==> src/hw/rtl/buddy_block_coalescer_defines.svh <==
// ----------------------------------------------------------------------------
// buddy block coalescer assertion macros
// shared concurrent check forms, sampled on clk and masked during rst_n low
// ----------------------------------------------------------------------------
`ifndef BUDDY_BLOCK_COALESCER_DEFINES_SVH
`define BUDDY_BLOCK_COALESCER_DEFINES_SVH

// same-cycle implication
`define BBC_ASSERT_IMP(lbl, ante, cons) \
  lbl: assert property (@(posedge clk) disable iff (!rst_n) (ante) |-> (cons)) \
    else $error("buddy block coalescer check failed");

// next-cycle implication
`define BBC_ASSERT_NXT(lbl, ante, cons) \
  lbl: assert property (@(posedge clk) disable iff (!rst_n) (ante) |=> (cons)) \
    else $error("buddy block coalescer check failed");

`endif

==> src/hw/rtl/bbc_pkg.sv <==
// ----------------------------------------------------------------------------
// bbc_pkg
// shared types, codes and constants of the buddy block coalescer
// ----------------------------------------------------------------------------
`default_nettype none

package bbc_pkg;

  // default address space is 2^6 units
  localparam int ADDR_BITS_DEF = 6;

  // fixed field widths of the stream words
  localparam int ORDER_W  = 3;
  localparam int ADDRF_W  = 6;
  localparam int STATUS_W = 2;

  // a listing emits at most this many words
  localparam int MAX_OUT = 64;
  localparam int CNT_W   = $clog2(MAX_OUT + 1);

  typedef enum logic {
    OP_FREE = 1'b0,
    OP_LIST = 1'b1
  } opcode_t;

  typedef enum logic [STATUS_W-1:0] {
    ST_OK  = 2'd0,
    ST_BAD = 2'd1,
    ST_DUP = 2'd2
  } status_t;

  typedef struct packed {
    status_t              status;
    logic                 entry_valid;
    logic [ORDER_W-1:0]   free_order;
    logic [ADDRF_W-1:0]   free_address;
    logic                 is_last;
  } res_t;

  typedef enum logic [3:0] {
    S_CLEAR,
    S_IDLE,
    S_F_LOOK,
    S_F_LOOK_CHK,
    S_F_BUD,
    S_F_BUD_CHK,
    S_F_DONE,
    S_EMIT,
    S_LIST_RD,
    S_LIST_CHK,
    S_LIST_END
  } state_t;

endpackage

`default_nettype wire

==> src/hw/rtl/bbc_map_ram.sv <==
// ----------------------------------------------------------------------------
// bbc_map_ram
// one-bit free map, one entry per possible block of every order, single port
// ----------------------------------------------------------------------------
`default_nettype none

module bbc_map_ram import bbc_pkg::*; #(
  parameter int ADDR_BITS = ADDR_BITS_DEF
) (
  input  logic                 clk,
  input  logic [ADDR_BITS:0]   ram_addr,
  input  logic                 ram_we,
  input  logic                 ram_wdata,
  output logic                 ram_rdata
);

  localparam int DEPTH = (2 ** (ADDR_BITS + 1)) - 1;

  logic mem [DEPTH];
  logic rdata_r;

  // write first-port semantics not needed: read returns old data
  always_ff @(posedge clk) begin
    if (ram_we) begin
      mem[ram_addr] <= ram_wdata;
    end
    rdata_r <= mem[ram_addr];
  end

  assign ram_rdata = rdata_r;

endmodule

`default_nettype wire

==> src/hw/rtl/bbc_index_unit.sv <==
// ----------------------------------------------------------------------------
// bbc_index_unit
// shared shift and add unit: map index, buddy address and scan step
// ----------------------------------------------------------------------------
`default_nettype none

module bbc_index_unit import bbc_pkg::*; #(
  parameter int ADDR_BITS = ADDR_BITS_DEF
) (
  input  logic [$clog2(ADDR_BITS+1)-1:0] k,
  input  logic [ADDR_BITS-1:0]           blk_addr,
  input  logic                           use_buddy,
  output logic [ADDR_BITS:0]             map_idx,
  output logic [ADDR_BITS-1:0]           merged_addr,
  output logic [ADDR_BITS-1:0]           scan_addr,
  output logic                           scan_wrap
);

  localparam int AW = ADDR_BITS;
  localparam int TW = ADDR_BITS + 2;

  logic [TW-1:0] total;
  logic [TW-1:0] base;
  logic [TW-1:0] two_mask;
  logic [AW:0]   bsz;
  logic [AW:0]   addr_x;
  logic [AW:0]   bud_x;
  logic [AW:0]   nxt_x;
  logic          aligned;
  logic [AW-1:0] buddy;
  logic [AW-1:0] sel;

  // block size and pair alignment
  always_comb begin
    bsz      = (AW+1)'(1) << k;
    addr_x   = {1'b0, blk_addr};
    two_mask = (TW'(bsz) << 1) - TW'(1);
    aligned  = ((TW'(blk_addr) & two_mask) == '0);
    bud_x    = aligned ? (addr_x + bsz) : (addr_x - bsz);
    buddy    = bud_x[AW-1:0];
  end

  // level base plus block number within the level
  always_comb begin
    total   = TW'(1) << (AW + 1);
    base    = total - (total >> k);
    sel     = use_buddy ? buddy : blk_addr;
    map_idx = (AW+1)'(base + (TW'(sel) >> k));
  end

  // merged block sits at the lower of the pair
  assign merged_addr = aligned ? blk_addr : buddy;

  // next block of the same order during a listing
  assign nxt_x     = addr_x + bsz;
  assign scan_addr = nxt_x[AW-1:0];
  assign scan_wrap = nxt_x[AW];

endmodule

`default_nettype wire

==> src/hw/rtl/bbc_ctrl.sv <==
// ----------------------------------------------------------------------------
// bbc_ctrl
// sequencer: clearing pass, free with buddy merge steps, sorted map listing
// ----------------------------------------------------------------------------
`default_nettype none

`include "buddy_block_coalescer_defines.svh"

module bbc_ctrl import bbc_pkg::*; #(
  parameter int ADDR_BITS = ADDR_BITS_DEF
) (
  input  logic                           clk,
  input  logic                           rst_n,
  input  logic                           in_valid,
  output logic                           in_ready,
  input  opcode_t                        in_op,
  input  logic [ORDER_W-1:0]             in_order,
  input  logic [ADDRF_W-1:0]             in_addr,
  output logic                           res_valid,
  output res_t                           res,
  input  logic                           res_ready,
  output logic [$clog2(ADDR_BITS+1)-1:0] k,
  output logic [ADDR_BITS-1:0]           blk_addr,
  output logic                           use_buddy,
  input  logic [ADDR_BITS:0]             map_idx,
  input  logic [ADDR_BITS-1:0]           merged_addr,
  input  logic [ADDR_BITS-1:0]           scan_addr,
  input  logic                           scan_wrap,
  output logic [ADDR_BITS:0]             ram_addr,
  output logic                           ram_we,
  output logic                           ram_wdata,
  input  logic                           ram_rdata
);

  localparam int AW    = ADDR_BITS;
  localparam int IW    = ADDR_BITS + 1;
  localparam int ORD_W = $clog2(ADDR_BITS + 1);
  localparam int DEPTH = (2 ** (ADDR_BITS + 1)) - 1;
  localparam int CW    = ((ADDR_BITS > ADDRF_W) ? ADDR_BITS : ADDRF_W) + 2;

  state_t             st_r, st_nxt;
  logic [ORD_W-1:0]   k_r, k_nxt;
  logic [AW-1:0]      addr_r, addr_nxt;
  logic [IW-1:0]      clr_r, clr_nxt;
  status_t            status_r, status_nxt;
  logic [CNT_W-1:0]   found_r, found_nxt;
  logic               pend_v_r, pend_v_nxt;
  logic [ORDER_W-1:0] pend_ord_r, pend_ord_nxt;
  logic [ADDRF_W-1:0] pend_addr_r, pend_addr_nxt;

  logic          k_top;
  logic          bad;
  logic [CW-1:0] in_addr_c;
  logic [CW-1:0] size_c;
  logic [CW-1:0] space_c;

  // range and alignment check of an incoming free
  always_comb begin
    in_addr_c = CW'(in_addr);
    size_c    = CW'(1) << in_order;
    space_c   = CW'(1) << AW;
    bad       = (32'(in_order) > ADDR_BITS) ||
                ((in_addr_c & (size_c - CW'(1))) != '0) ||
                ((in_addr_c + size_c) > space_c);
  end

  assign k_top = (k_r == ORD_W'(ADDR_BITS));

  // next state and datapath
  always_comb begin
    st_nxt        = st_r;
    k_nxt         = k_r;
    addr_nxt      = addr_r;
    clr_nxt       = clr_r;
    status_nxt    = status_r;
    found_nxt     = found_r;
    pend_v_nxt    = pend_v_r;
    pend_ord_nxt  = pend_ord_r;
    pend_addr_nxt = pend_addr_r;
    case (st_r)
      S_CLEAR: begin
        clr_nxt = clr_r + 1'b1;
        if (clr_r == IW'(DEPTH - 1)) begin
          st_nxt = S_IDLE;
        end
      end
      S_IDLE: begin
        if (in_valid) begin
          if (in_op == OP_LIST) begin
            k_nxt      = '0;
            addr_nxt   = '0;
            found_nxt  = '0;
            pend_v_nxt = 1'b0;
            st_nxt     = S_LIST_RD;
          end else if (bad) begin
            status_nxt = ST_BAD;
            st_nxt     = S_EMIT;
          end else begin
            k_nxt    = ORD_W'(in_order);
            addr_nxt = AW'(in_addr);
            st_nxt   = S_F_LOOK;
          end
        end
      end
      S_F_LOOK: begin
        st_nxt = S_F_LOOK_CHK;
      end
      S_F_LOOK_CHK: begin
        if (ram_rdata) begin
          status_nxt = ST_DUP;
          st_nxt     = S_EMIT;
        end else if (k_top) begin
          st_nxt = S_F_DONE;
        end else begin
          st_nxt = S_F_BUD;
        end
      end
      S_F_BUD: begin
        st_nxt = S_F_BUD_CHK;
      end
      S_F_BUD_CHK: begin
        if (ram_rdata) begin
          k_nxt    = k_r + 1'b1;
          addr_nxt = merged_addr;
          st_nxt   = (k_r == ORD_W'(ADDR_BITS - 1)) ? S_F_DONE : S_F_BUD;
        end else begin
          st_nxt = S_F_DONE;
        end
      end
      S_F_DONE: begin
        status_nxt = ST_OK;
        st_nxt     = S_EMIT;
      end
      S_EMIT: begin
        if (res_ready) begin
          st_nxt = S_IDLE;
        end
      end
      S_LIST_RD: begin
        st_nxt = S_LIST_CHK;
      end
      S_LIST_CHK: begin
        // hold while the previous block still waits for the output register
        if (!(ram_rdata && pend_v_r && !res_ready)) begin
          if (ram_rdata) begin
            pend_v_nxt    = 1'b1;
            pend_ord_nxt  = ORDER_W'(k_r);
            pend_addr_nxt = ADDRF_W'(addr_r);
            found_nxt     = found_r + 1'b1;
          end
          if (ram_rdata && (found_r == CNT_W'(MAX_OUT - 1))) begin
            st_nxt = S_LIST_END;
          end else if (k_top) begin
            st_nxt = S_LIST_END;
          end else begin
            if (scan_wrap) begin
              k_nxt    = k_r + 1'b1;
              addr_nxt = '0;
            end else begin
              addr_nxt = scan_addr;
            end
            st_nxt = S_LIST_RD;
          end
        end
      end
      S_LIST_END: begin
        if (res_ready) begin
          st_nxt = S_IDLE;
        end
      end
      default: begin
        st_nxt = S_IDLE;
      end
    endcase
  end

  // outputs
  always_comb begin
    in_ready  = (st_r == S_IDLE);
    use_buddy = (st_r == S_F_BUD) || (st_r == S_F_BUD_CHK);
    ram_addr  = map_idx;
    ram_we    = 1'b0;
    ram_wdata = 1'b0;
    res_valid = 1'b0;
    res       = '{status: ST_OK, entry_valid: 1'b0, free_order: '0,
                  free_address: '0, is_last: 1'b1};
    case (st_r)
      S_CLEAR: begin
        ram_addr = clr_r;
        ram_we   = 1'b1;
      end
      S_F_BUD_CHK: begin
        // buddy absorbed, its own entry goes away
        ram_we = ram_rdata;
      end
      S_F_DONE: begin
        ram_we    = 1'b1;
        ram_wdata = 1'b1;
      end
      S_EMIT: begin
        res_valid = 1'b1;
        res.status = status_r;
        if (status_r == ST_OK) begin
          res.entry_valid  = 1'b1;
          res.free_order   = ORDER_W'(k_r);
          res.free_address = ADDRF_W'(addr_r);
        end
      end
      S_LIST_CHK: begin
        res_valid        = ram_rdata && pend_v_r;
        res.entry_valid  = 1'b1;
        res.free_order   = pend_ord_r;
        res.free_address = pend_addr_r;
        res.is_last      = 1'b0;
      end
      S_LIST_END: begin
        res_valid = 1'b1;
        if (pend_v_r) begin
          res.entry_valid  = 1'b1;
          res.free_order   = pend_ord_r;
          res.free_address = pend_addr_r;
        end
      end
      default: begin
        res_valid = 1'b0;
      end
    endcase
  end

  // control registers
  always_ff @(posedge clk) begin
    if (!rst_n) begin
      st_r     <= S_CLEAR;
      clr_r    <= '0;
      found_r  <= '0;
      pend_v_r <= 1'b0;
    end else begin
      st_r     <= st_nxt;
      clr_r    <= clr_nxt;
      found_r  <= found_nxt;
      pend_v_r <= pend_v_nxt;
    end
  end

  // payload registers
  always_ff @(posedge clk) begin
    k_r         <= k_nxt;
    addr_r      <= addr_nxt;
    status_r    <= status_nxt;
    pend_ord_r  <= pend_ord_nxt;
    pend_addr_r <= pend_addr_nxt;
  end

  assign k        = k_r;
  assign blk_addr = addr_r;

  `BBC_ASSERT_NXT(a_accept_busy, in_valid && in_ready, st_r != S_IDLE)
  `BBC_ASSERT_NXT(a_merge_step, (st_r == S_F_BUD_CHK) && ram_rdata, k_r == $past(k_r) + 1'b1)
  `BBC_ASSERT_IMP(a_found_bound, 1'b1, found_r <= CNT_W'(MAX_OUT))
  `BBC_ASSERT_IMP(a_mid_word_in_list, res_valid && !res.is_last, st_r == S_LIST_CHK)
  `BBC_ASSERT_IMP(a_list_no_write, (st_r == S_LIST_RD) || (st_r == S_LIST_CHK), !ram_we)

endmodule

`default_nettype wire

==> src/hw/rtl/buddy_block_coalescer.sv <==
// a free reads its own map entry, then merges up one order per free buddy (m merge attempts, <= ADDR_BITS)
// a bad block is answered straight from idle, an already free block once its own entry is read
// a listing reads the free map entry by entry, holding while the output register is full
// one item at a time, the map memory port and its sequencer set the rate
// after reset a clearing pass zeroes all 2^(ADDR_BITS+1)-1 map entries (127 at 6 bits), no word taken
// ----------------------------------------------------------------------------
// buddy_block_coalescer
// buddy-system free block recovery with sorted listing of the free map
// ----------------------------------------------------------------------------
`default_nettype none

module buddy_block_coalescer import bbc_pkg::*; #(
  parameter int ADDR_BITS = ADDR_BITS_DEF
) (
  input  logic        clk,
  input  logic        rst_n,
  input  logic        in_tvalid,
  output logic        in_tready,
  input  logic [15:0] in_tdata,   // block_order[2:0], block_address[8:3], zero
  input  logic [0:0]  in_tuser,   // opcode[0]
  output logic        out_tvalid,
  input  logic        out_tready,
  output logic [15:0] out_tdata,  // free_order[2:0], free_address[8:3], zero
  output logic [2:0]  out_tuser,  // status[1:0], entry_valid[2]
  output logic        out_tlast
);

  localparam int ORD_W = $clog2(ADDR_BITS + 1);

  logic               res_valid;
  res_t               res;
  logic               res_ready;
  logic [ORD_W-1:0]   k;
  logic [ADDR_BITS-1:0] blk_addr;
  logic               use_buddy;
  logic [ADDR_BITS:0] map_idx;
  logic [ADDR_BITS-1:0] merged_addr;
  logic [ADDR_BITS-1:0] scan_addr;
  logic               scan_wrap;
  logic [ADDR_BITS:0] ram_addr;
  logic               ram_we;
  logic               ram_wdata;
  logic               ram_rdata;
  logic               out_valid_r;
  res_t               out_res_r;

  bbc_ctrl #(.ADDR_BITS(ADDR_BITS)) u_ctrl (
    .clk        (clk),
    .rst_n      (rst_n),
    .in_valid   (in_tvalid),
    .in_ready   (in_tready),
    .in_op      (opcode_t'(in_tuser[0])),
    .in_order   (in_tdata[2:0]),
    .in_addr    (in_tdata[8:3]),
    .res_valid  (res_valid),
    .res        (res),
    .res_ready  (res_ready),
    .k          (k),
    .blk_addr   (blk_addr),
    .use_buddy  (use_buddy),
    .map_idx    (map_idx),
    .merged_addr(merged_addr),
    .scan_addr  (scan_addr),
    .scan_wrap  (scan_wrap),
    .ram_addr   (ram_addr),
    .ram_we     (ram_we),
    .ram_wdata  (ram_wdata),
    .ram_rdata  (ram_rdata)
  );

  bbc_index_unit #(.ADDR_BITS(ADDR_BITS)) u_index (
    .k          (k),
    .blk_addr   (blk_addr),
    .use_buddy  (use_buddy),
    .map_idx    (map_idx),
    .merged_addr(merged_addr),
    .scan_addr  (scan_addr),
    .scan_wrap  (scan_wrap)
  );

  bbc_map_ram #(.ADDR_BITS(ADDR_BITS)) u_map (
    .clk      (clk),
    .ram_addr (ram_addr),
    .ram_we   (ram_we),
    .ram_wdata(ram_wdata),
    .ram_rdata(ram_rdata)
  );

  // output register, refilled in the cycle it drains
  assign res_ready = !out_valid_r || out_tready;

  always_ff @(posedge clk) begin
    if (!rst_n) begin
      out_valid_r <= 1'b0;
    end else if (res_valid && res_ready) begin
      out_valid_r <= 1'b1;
    end else if (out_tready) begin
      out_valid_r <= 1'b0;
    end
  end

  always_ff @(posedge clk) begin
    if (res_valid && res_ready) begin
      out_res_r <= res;
    end
  end

  // word packing
  assign out_tvalid = out_valid_r;
  assign out_tdata  = {7'd0, out_res_r.free_address, out_res_r.free_order};
  assign out_tuser  = {out_res_r.entry_valid, out_res_r.status};
  assign out_tlast  = out_res_r.is_last;

endmodule

`default_nettype wire

==> config.mk <==
export PLATFORM = sky130hd
export DESIGN_NAME = buddy_block_coalescer
export DESIGN_NICKNAME = d
export VERILOG_FILES = /design/src/hw/rtl/bbc_pkg.sv /design/src/hw/rtl/bbc_map_ram.sv /design/src/hw/rtl/bbc_index_unit.sv /design/src/hw/rtl/bbc_ctrl.sv /design/src/hw/rtl/buddy_block_coalescer.sv
export VERILOG_INCLUDE_DIRS = /design/src /design/src/hw/rtl
export SDC_FILE = /design/constraint.sdc
export NUM_CORES = 1
export LEC_CHECK = 0
export BUFFER_PORTS_ARGS = -buffer_cell sky130_fd_sc_hd__buf_4
export CAP_MARGIN = 20
export CORE_MARGIN = 4
export CORE_UTILIZATION = 53
export DETAILED_ROUTE_END_ITERATION = 6
export GPL_ROUTABILITY_DRIVEN = 0
export GPL_TIMING_DRIVEN = 0
export PLACE_DENSITY = 0.79
export SLEW_MARGIN = 20
export SYNTH_ARGS = -nofsm -noshare
export SYNTH_HDL_FRONTEND = slang
export SYNTH_SLANG_ARGS = --single-unit
==> constraint.sdc <==
create_clock -name clk -period 6.9 [get_ports clk]
set_input_delay 1.38 -clock clk [delete_from_list [all_inputs] [get_ports clk]]
set_output_delay 1.38 -clock clk [all_outputs]
set_load 0.005 [all_outputs]
==> results of run 1 <==
==> power groups by stage <==
stage / Sequential (W) / Combinational (W) / Clock, W
4_1_cts: 0.00126 / 0.00122 / 0.000991
2_1_floorplan: 0.00127 / 0.000880 / 0
3_3_place_gp: 0.00128 / 0.00118 / 0
5_1_grt: 0.00126 / 0.00135 / 0.00104
3_5_place_dp: 0.00128 / 0.00120 / 0
6_report: 0.00126 / 0.00126 / 0.000990
==> stage by stage <==
| stage | cells | util | TNS [ns] | hold slack (ns) | power (W) |
|---|---|---|---|---|---|
| after global routing | 1240 | 0.615 | -0.201 | 0.494 | 0.00365 |
| after detailed placement | 1211 | 0.578 | -23.21 | 0.462 | 0.00248 |
| after CTS | 1242 | 0.612 | 0 | 0.472 | 0.00347 |
| after floorplan | 954 | - | 0 | 0.432 | 0.00215 |
| final | 1240 | 0.615 | 0 | 0.477 | 0.00351 |
| after global placement | 1209 | 0.575 | -13.66 | 0.454 | 0.00245 |
==> synthesized netlist by cell type, types with 17 or more instances <==
cell type	count	area [µm²]
ha_1	34	425
nor3_1	18	90.1
nor2b_1	19	119
mux2i_1	62	621
nor2_1	170	638
o22ai_1	22	138
dfxtp_1	21	420
clkbuf_1	38	143
a21oi_1	31	155
nand2_1	73	274
edfxtp_1	160	4800
nand2b_1	17	106
o21ai_0	31	155
inv_1	38	143
==> how the worst max path moves through the flow <==
stage	end	slack (ns)	from	cells past startpoint
2_1_floorplan	u_map.ram_rdata$_DFF_P_	1.27	u_ctrl.k[0]$_DFFE_PP_	22
3_3_place_gp	u_map.mem[70]$_DFFE_PP_	-0.43	u_ctrl.k[0]$_DFFE_PP_	23
3_5_place_dp	u_map.ram_rdata$_DFF_P_	-0.53	u_ctrl.k[0]$_DFFE_PP_	25
4_1_cts	u_map.ram_rdata$_DFF_P_	0.03	u_ctrl.k[0]$_DFFE_PP_	25
5_1_grt	u_map.mem[105]$_DFFE_PP_	-0.04	u_ctrl.k[1]$_DFFE_PP_	22
6_report	u_map.mem[32]$_DFFE_PP_	0.29	u_ctrl.k[1]$_DFFE_PP_	22
==> sequential cells by signal (all words and copies together), names as in the netlist <==
| name | count |
|---|---|
| u_map.mem | 127 |
| u_ctrl.st_r | 4 |
| out_tuser | 3 |
| u_ctrl.pend_addr_r | 6 |
| u_ctrl.status_r | 2 |
| out_tlast | 1 |
| u_ctrl.found_r | 7 |
| u_ctrl.k | 3 |
| u_map.ram_rdata | 1 |
| out_tdata | 9 |
| u_ctrl.pend_ord_r | 3 |
| out_tvalid | 1 |
| u_ctrl.blk_addr | 6 |
| u_ctrl.clr_r | 7 |
| u_ctrl.pend_v_r | 1 |
==> layer usage <==
layer / vias to the layer above / part of all wire
li1: 3542 / -
met1: 3677 / 0.42
met4: 0 / 0.021
met5: - / 0
met3: 45 / 0.070
met2: 300 / 0.49
==> layout make-up <==
class / count / area (µm²)
clock buffers: 19 / 433
fillers: 1458 / 7040
clock inverters: 13 / 159
repair buffers: 28 / 228
multi-input cells: 675 / 4440
flip-flops and latches: 181 / 5230
well taps: 229 / 287
inverters: 38 / 143
plain buffers: 57 / 322
==> cells by family (layout without fill, tap and decap cells) <==
group,count (synthesis),after routing,synth area share
buf+inv,98,155,0.0460
xor+xnor,17,17,0.0149
mux,67,67,0.0714
simple gates,369,369,0.171
flops,181,181,0.522
other cells,1,7,0.000375
fa+ha+maj,38,38,0.0505
compound gates,177,177,0.124
==> critical path, delay by kind of cell (launching register included) <==
family / cells / cell delay [ns]
AO/OA/AOI/OAI: 4 / 1.02
XOR/XNOR: 1 / 0.15
adder cells (fa/ha/maj): 4 / 1.29
buffers and inverters: 6 / 1.44
flip-flops: 1 / 0.54
multiplexers: 2 / 0.79
AND/OR/NAND/NOR: 5 / 1.06
==> flow_summary.yaml, run 1 <==
logic_synthesis:
  avgSynthCellArea_um2: 10.6
  synth_edf_count: 160
  ys_types: 68
  syn_inst: 948
  ys_async_sr_fraction: 0
  ys.flop_type: "edfxtp_1"
  synth.ff_latch_count: 181
  synth_area_um2: 10000
  ys_seq_area_frac: 0.522
  ys_warn_count: 0
grt:
  grt_pass1_vias: 7315
  grt.total_usage: 0.220
  grt_use_met1: 0.281
  grt_max_degree: 92
  antenna_found_initial: 0
  grt_pass1_wl_mm: 37.3
  grt.overflow.total: 0
  grtUsageMet3: 0.0445
  use_met2: 0.372
  grt.busiest_layer: "met2"
power_and_ir_drop:
  pwr-share-clk: 0.282
  p_sw_frac: 0.365
  net-switching-power_w: 0.00128
  irDropWorstVdd_uv: 234
  pwr-share-comb: 0.359
  p_seq_frac: 0.359
  p_int_w: 0.00222
  p_leak_nw: 3.97
  p_per_area_nw_per_um2: 312
floorplan:
  die_w_um: 145
  die_h_um: 145
  num_rows: 49
  start_util: 0.548
  fp.dieArea_um2: 21100
  pin_count: 43
  coreArea_um2: 18300
routing:
  drc_errors: 0
  wl_mm: 23.1
  drt_pass1_iterations: 5
  via_count: 7564
  drt_iter0_markers: 712
  ant_nets: 0
  wl_per_cell_um: 18.6
  viasPerCell: 6.10
finish:
  design_area_um2: 11200
  drive_above_1_share: 0.124
  area_delta_synth_final_pct: 12.3
  antenna_cells: 0
  final_common_cell: "nor2_1"
  layout.nets: 1057
  layout.cells.most_common_list: "nor2_1 (165), edfxtp_1 (160), nand2_1 (73), mux2i_1 (62), inv_1 (38)"
setup_path:
  cp-end-kind: "flip-flop"
  rr_worst_depth: 22
  crit_slowest_cell: "mux4_2"
  r2r_setup_slack_ns: 0.29
  r2r_start: "u_ctrl.k[1]$_DFFE_PP_"
  cp_max_fo: 10
  timing.rr.end: "u_map.mem[32]$_DFFE_PP_"
  worst_path_most_repeated_cell: "ha_1"
  path_cells: "inv_1 > ha_1 > nand2b_2 > ha_1 > nor2b_1 > nand4_1 > o2111ai_1 > a2111oi_4 > buf_2 > mux2i_1 > xnor2_1 > mux4_2 > o221a_2 > ha_1 > inv_1 > fa_1 > o32a_1 > clkbuf_1 > or3_1 > clkbuf_1 > clkbuf_2 > nor2_1"
  critPathMaxStageDelay_ns: 0.55
  crit_required_ns: 7.04
  worstPathArrival_ns: 6.75
  start_kind: "flip-flop"
  crit_type: "reg -> reg"
clocking:
  cts_setup_buffers: 0
  cts_hold_buf: 0
  clock_sinks: 181
  cts.clk_slew.worst_paths_ns: 0.07
  root_buffer: "clkbuf_16"
  cts_tree: "done"
  cts_buffer_depth: 2
  cts.repair.resized: 14
  tritoncts.num_buffers: 17
  htreeDepth: 4
  clock_latency_ns: 0.44
timing:
  max_slew_margin: 0.320
  setup_viol: 0
  slew_violations: 0
  rsz0062_at_grt: "true"
  period_minus_slack_ns: 6.61
  layout_worst_path_cycle_share: 0.958
  max_slew.worst_pin.slew_ns: 1.02
  fin_skew_ns: 0.0144
  hold_viol: 0
  fmax_mhz: 151
  final.setup.worst_slack_ns: 0.287
placement:
  place_hpwl_mm: 15.7
  placed_cell_area_um2: 10600
  portBuffers: 26
  pre_cts_slack_ns: -0.525
worst_hold_path:
  hp-start: "u_ctrl.found_r[5]$_SDFFE_PN0P_"
  holdPathStages: 1
  worst_hold_path.endpoint: "u_ctrl.found_r[5]$_SDFFE_PN0P_"
  holdCritPathClass: "reg -> reg"
run_status:
  status: "finished clean"
flow_run:
  maxCapViolCount: 0
Note: power is estimated with default switching activity, not from simulation.
==> run 2, diff against run 1 <==
BUFFER_PORTS_ARGS = unset   (was -buffer_cell sky130_fd_sc_hd__buf_4)
CORE_MARGIN = unset   (was 4)
DONT_BUFFER_PORTS = 1   (was unset)
PLACE_DENSITY = 0.77   (was 0.79)
==> run 2 against run 1 <==
Compared with the run above: die area decreased by 8.1%; non-clock buffer count decreased by 25; sequential power about the same; clock power is 0.9% higher; core utilization shrank 0.91 points; combinational power about the same; routed wire length down 3.3%; global-route usage grew 1.9 points; critical path type unchanged.
==> flow_summary.yaml, run 2 (synthesis results as in run 1) <==
run_status:
  status: "finished clean"
setup_path:
  start_kind: "flip-flop"
  worstPathArrival_ns: 6.72
  path_cells: "inv_1 > ha_1 > nand2b_2 > ha_1 > nor2b_1 > nand4_1 > o2111ai_1 > a2111oi_4 > clkbuf_4 > mux2i_1 > xnor2_1 > mux4_2 > o221a_2 > ha_1 > inv_1 > fa_1 > nor3_1 > a31oi_4 > or3_1 > clkbuf_1 > clkbuf_2 > nor2_1"
  worst_path_most_repeated_cell: "ha_1"
  cp-end-kind: "flip-flop"
  crit_type: "reg -> reg"
  critPathMaxStageDelay_ns: 0.54
  crit_required_ns: 7.04
  critical-path-top-delay-family: "simple AND/OR/NAND/NOR gates"
  crit_buf_inv: 5
  cp_max_fo: 10
  crit_slowest_cell: "mux4_2"
routing:
  drt_iter0_markers: 584
  drt_pass1_iterations: 5
  wl_mm: 22.3
  viasPerCell: 6.07
  wl_per_cell_um: 18.4
  ant_nets: 0
  drc_errors: 0
  via_count: 7369
timing:
  layout_worst_path_cycle_share: 0.954
  slew_violations: 0
  hold_viol: 0
  max_slew_margin: 0.342
  max_slew.worst_pin.slew_ns: 0.985
  setup_viol: 0
  fin_skew_ns: 0.00708
  period_minus_slack_ns: 6.58
  rsz0062_at_grt: "true"
  final.setup.worst_slack_ns: 0.316
  fmax_mhz: 152
grt:
  grt_max_degree: 90
  grt.total_usage: 0.239
  grt.overflow.total: 0
  antenna_found_initial: 0
  grt_pass1_wl_mm: 35.9
  grt_pass1_vias: 7083
clocking:
  root_buffer: "clkbuf_16"
  clock_sinks: 181
  clock_latency_ns: 0.44
  cts.clk_slew.worst_paths_ns: 0.07
  cts_tree: "done"
  htreeDepth: 4
  cts_setup_buffers: 0
  tritoncts.num_buffers: 17
  cts_buffer_depth: 2
finish:
  antenna_cells: 0
  final_common_cell: "nor2_1"
  layout.nets: 1032
  design_area_um2: 11000
  layout.cells.most_common_list: "nor2_1 (166), edfxtp_1 (160), nand2_1 (73), mux2i_1 (62), inv_1 (38)"
  area_delta_synth_final_pct: 10.3
  largest_reg_flops: 127
  fill_cells: 1437
  regArea_um2: 5230
  top_register: "u_map.mem"
  drive_above_1_share: 0.0975
  multi_input_area_um2: 4410
placement:
  placed_cell_area_um2: 10400
  portBuffers: 0
  pre_cts_slack_ns: -0.437
  place_hpwl_mm: 15.3
floorplan:
  pin_count: 43
  num_rows: 49
  coreArea_um2: 18200
  fp.dieArea_um2: 19400
  die_h_um: 139
  start_util: 0.550
  die_w_um: 139
power_and_ir_drop:
  p_per_area_nw_per_um2: 317
  irDropWorstVdd_uv: 232
  power_w: 0.00349
  p_leak_nw: 3.84
worst_hold_path:
  holdCritPathClass: "reg -> reg"
flow_run:
  maxCapViolCount: 0
==> run 2: path summary, 6_finish.rpt <==
kind | from | endpoint | slack [ns] | cells past startpoint
worst min register to register | u_ctrl.found_r[5]$_SDFFE_PN0P_ | u_ctrl.found_r[5]$_SDFFE_PN0P_ | 0.48 | 1
worst min-delay path | u_ctrl.found_r[5]$_SDFFE_PN0P_ | u_ctrl.found_r[5]$_SDFFE_PN0P_ | 0.48 | 1
worst max register to register | u_ctrl.k[1]$_DFFE_PP_ | u_map.mem[84]$_DFFE_PP_ | 0.32 | 22
worst max-delay path | u_ctrl.k[1]$_DFFE_PP_ | u_map.mem[84]$_DFFE_PP_ | 0.32 | 22
==> run 2: through the flow <==
stage               hold slack, ns  setup TNS (ns)  std cells   util
floorplan                    0.432               0        954      -
global placement             0.451          -14.27       1183  0.566
detailed placement           0.454          -18.88       1185  0.569
CTS                          0.468               0       1215  0.603
global route                 0.520          -0.548       1214  0.606
finish                       0.481               0       1214  0.606
==> run 2: final cells by class <==
class,instances,share of cell area
Inverter,38,0.0129
Sequential cell,181,0.474
Clock buffer,18,0.0389
Multi-Input combinational cell,675,0.400
Timing Repair Buffer,2,0.00318
Tap cell,229,0.0260
Clock inverter,13,0.0155
Buffer,58,0.0297
==> run 2: metal layers <==
metal  vias up  wire, µm  track usage
li1       3479         -            -
met1      3562      9380        0.302
met2       290     10800        0.399
met3        38      1740       0.0420
met4         0       425        0.111
met5         -         0            0
==> run 2: worst register-to-register path, cell delays in order (launching register included) <==
cell and delay [ns]:
edfxtp_1 0.53, inv_1 0.24, ha_1 0.30, nand2b_2 0.22, ha_1 0.30, nor2b_1 0.15, nand4_1 0.10, o2111ai_1 0.20
a2111oi_4 0.37, clkbuf_4 0.33, mux2i_1 0.23, xnor2_1 0.14, mux4_2 0.54, o221a_2 0.31, ha_1 0.19, inv_1 0.07
fa_1 0.49, nor3_1 0.38, a31oi_4 0.14, or3_1 0.37, clkbuf_1 0.22, clkbuf_2 0.29, nor2_1 0.19
==> run 2: power by group <==
part / internal, W / switching (W)
Sequential: 0.00123 / 0.0000306
Clock: 0.000575 / 0.000424
Combinational: 0.000443 / 0.000793
Total: 0.00224 / 0.00125
==> run 2: what timing repair did <==
action | 4_1_cts | 5_1_grt
setup endpoints to repair | 128 | 128
resized for setup | 9 | 23
endpoints found under the hold margin | 0 | 0
hold buffers | 0 | 0
==> run 3, diff against run 2 <==
ABC_AREA = 1   (was unset)
==> run 3 against run 2 <==
Compared with the run above: the run now ends with design-rule violations left; final area increased by 5.6%; clock skew increased by 0.0047 ns; largest cell class unchanged; critical endpoint is now u_map.mem[42]$_DFFE_PP_; register-to-register slack improved by 0.67 ns; combinational power increased to 2.8 times the previous value; routed wire length increased by 11%; first-iteration DRC count increased by 57%; sequential share of layout area decreased by 2.5 points; global-route usage increased by 1.8 points; clock power about the same; synthesized cell count increased by 34%; die area increased by 5.7%; critical path type unchanged.
==> flow_summary.yaml, run 3 <==
grt:
  grt_pass1_vias: 8013
  grt.overflow.total: 0
  grt_pass1_wl_mm: 40.0
  grt_max_degree: 41
  antenna_found_initial: 0
  grt.total_usage: 0.257
logic_synthesis:
  synth_edf_count: 160
  ys_top_cells_by_count: "nand2_1 (323), nor2_1 (198), inv_1 (182), edfxtp_1 (160), nand3_1 (98)"
  ys_warn_count: 0
  yosysTopAreaCell: "edfxtp_1"
  synth.ff_latch_count: 181
  ys_async_sr_fraction: 0
  avgSynthCellArea_um2: 8.36
  ys_types: 48
  yosysMostFrequentCell: "nand2_1"
  syn_inst: 1266
  synth_area_um2: 10600
  ys_seq_area_frac: 0.494
  synth_area_leaders: "edfxtp_1 (45%), nand2_1 (11%), nor2_1 (7.0%)"
  ys.flop_type: "edfxtp_1"
  netlist.area_leader.share: 0.454
worst_hold_path:
  holdCritPathClass: "reg -> reg"
clocking:
  cts_setup_buffers: 0
  clock_sinks: 181
  root_buffer: "clkbuf_16"
  cts_hold_buf: 0
  cts.clk_slew.worst_paths_ns: 0.07
  clock_latency_ns: 0.44
  tritoncts.num_buffers: 17
  htreeDepth: 4
  cts.repair.resized: 0
  cts_tree: "done"
  cts_buffer_depth: 2
finish:
  largest_reg_flops: 127
  drive_above_1_share: 0.0826
  layout.cells.most_common_list: "nand2_1 (323), nor2_1 (197), inv_1 (182), edfxtp_1 (160), nand3_1 (98)"
  layout.nets: 1354
  design_area_um2: 11600
  top_register: "u_map.mem"
  antenna_cells: 0
  final_common_cell: "nand2_1"
  fin_util: 0.596
  area_delta_synth_final_pct: 10.1
timing:
  max_slew_margin: 0.415
  slew_violations: 0
  setup_viol: 0
  period_minus_slack_ns: 5.92
  rsz0062_at_grt: "false"
  max_slew.worst_pin.slew_ns: 0.872
  fmax_mhz: 169
  final.setup.worst_slack_ns: 0.982
  hold_viol: 0
  fin_skew_ns: 0.0118
  tns_ns: 0
  layout_worst_path_cycle_share: 0.858
routing:
  wl_per_cell_um: 15.8
  drt_pass1_iterations: 7
  ant_nets: 0
  wl_met1_mm: 10.6
  via_count: 8482
  viasPerCell: 5.39
  drc_errors: 8
  topRoutingLayerUsed: "met4"
  drt_iter0_markers: 914
  met3_length_mm: 1.93
  wl_mm: 24.8
  dr_wl_met2_mm: 11.8
power_and_ir_drop:
  p_per_area_nw_per_um2: 502
  power_w: 0.00585
  p_leak_nw: 4.99
  irDropWorstVdd_uv: 346
setup_path:
  worstPathArrival_ns: 6.07
  cp_max_fo: 10
  start_kind: "flip-flop"
  cp-end-kind: "flip-flop"
  crit_required_ns: 7.05
  worst_path_most_repeated_cell: "nand2_1"
  crit_slowest_cell: "edfxtp_1"
  crit_type: "reg -> reg"
  critPathMaxStageDelay_ns: 0.61
floorplan:
  num_rows: 51
  pin_count: 43
  coreArea_um2: 19500
  fp.dieArea_um2: 20500
  die_w_um: 143
  die_h_um: 143
  start_util: 0.542
placement:
  pre_cts_slack_ns: 1.13
  place_hpwl_mm: 17.0
  placed_cell_area_um2: 11000
  portBuffers: 0
flow_run:
  maxCapViolCount: 0
run_status:
  violations: "design-rule violations"
  status: "finished, violations left"
## run 3: cell count changes in the layout (fill, tap and decap cells not counted), moves of 16 or more
cell      previous run  this run
nand2_1             73       323
inv_1               38       182
nand3_1             13        98
mux2i_1             62         0
nor2_1             166       197
clkbuf_1            25         2
nor2b_1             18         0
o22ai_1             22         4
nand2b_1            16         0
## run 3: worst paths after layout
check                                 start                        endpoint  slack [ns]  cells after the start
max                   u_ctrl.k[0]$_DFFE_PP_         u_map.mem[42]$_DFFE_PP_        0.98                     28
min          u_ctrl.found_r[1]$_SDFFE_PN0P_  u_ctrl.found_r[1]$_SDFFE_PN0P_        0.49                      2
max reg2reg           u_ctrl.k[0]$_DFFE_PP_         u_map.mem[42]$_DFFE_PP_        0.98                     28
min reg2reg  u_ctrl.found_r[1]$_SDFFE_PN0P_  u_ctrl.found_r[1]$_SDFFE_PN0P_        0.49                      2
## run 3: kinds of logic (layout without fill, tap and decap cells)
family	count (synthesis)	after routing	synth area share
adders and majority gates	38	38	0.0478
buffers and inverters	229	265	0.0928
and+or+nand+nor	690	690	0.287
AOI/OAI and AO/OA	113	113	0.0662
xor gates and xnor gates	14	14	0.0116
other	1	7	0.000354
DFF	181	181	0.494
## run 3: where the power goes
part / total [W] / switching (W) / leakage [nW] / internal (W)
Clock: 0.00101 / 0.000485 / 0.295 / 0.000523
Combinational: 0.00343 / 0.00241 / 3.27 / 0.00101
Sequential: 0.00141 / 0.0000906 / 1.43 / 0.00132
Total: 0.00585 / 0.00299 / 4.99 / 0.00285
## run 3: per-stage QoR
step / hold slack (ns) / std cells
after global routing: 0.503 / 1573
after global placement: 0.456 / 1537
after detailed placement: 0.476 / 1541
final: 0.488 / 1573
after CTS: 0.489 / 1573
after floorplan: 0.450 / 1272
## run 3: worst max-delay path, delay by kind of cell (launching register included)
kind	cells	cell delay, ns
xor gates and xnor gates	1	0.21
adders and majority gates	4	1.20
buffers and inverters	7	1.48
DFF	1	0.61
and+or+nand+nor	16	2.10
## run 3: area by class of cell
class                   count  area, µm²
fillers                  1739       7880
plain buffers              35        254
clock inverters            15        180
inverters                 194        728
multi-input cells         862       4410
repair buffers              4       93.8
flip-flops and latches    181       5230
well taps                 265        332
clock buffers              17        425
## run 3: metal layers
metal,global-route usage,vias to the layer above
li1,-,4163
met1,0.341,3931
met2,0.422,344
met3,0.0473,44
met4,0.0896,0
met5,0,-
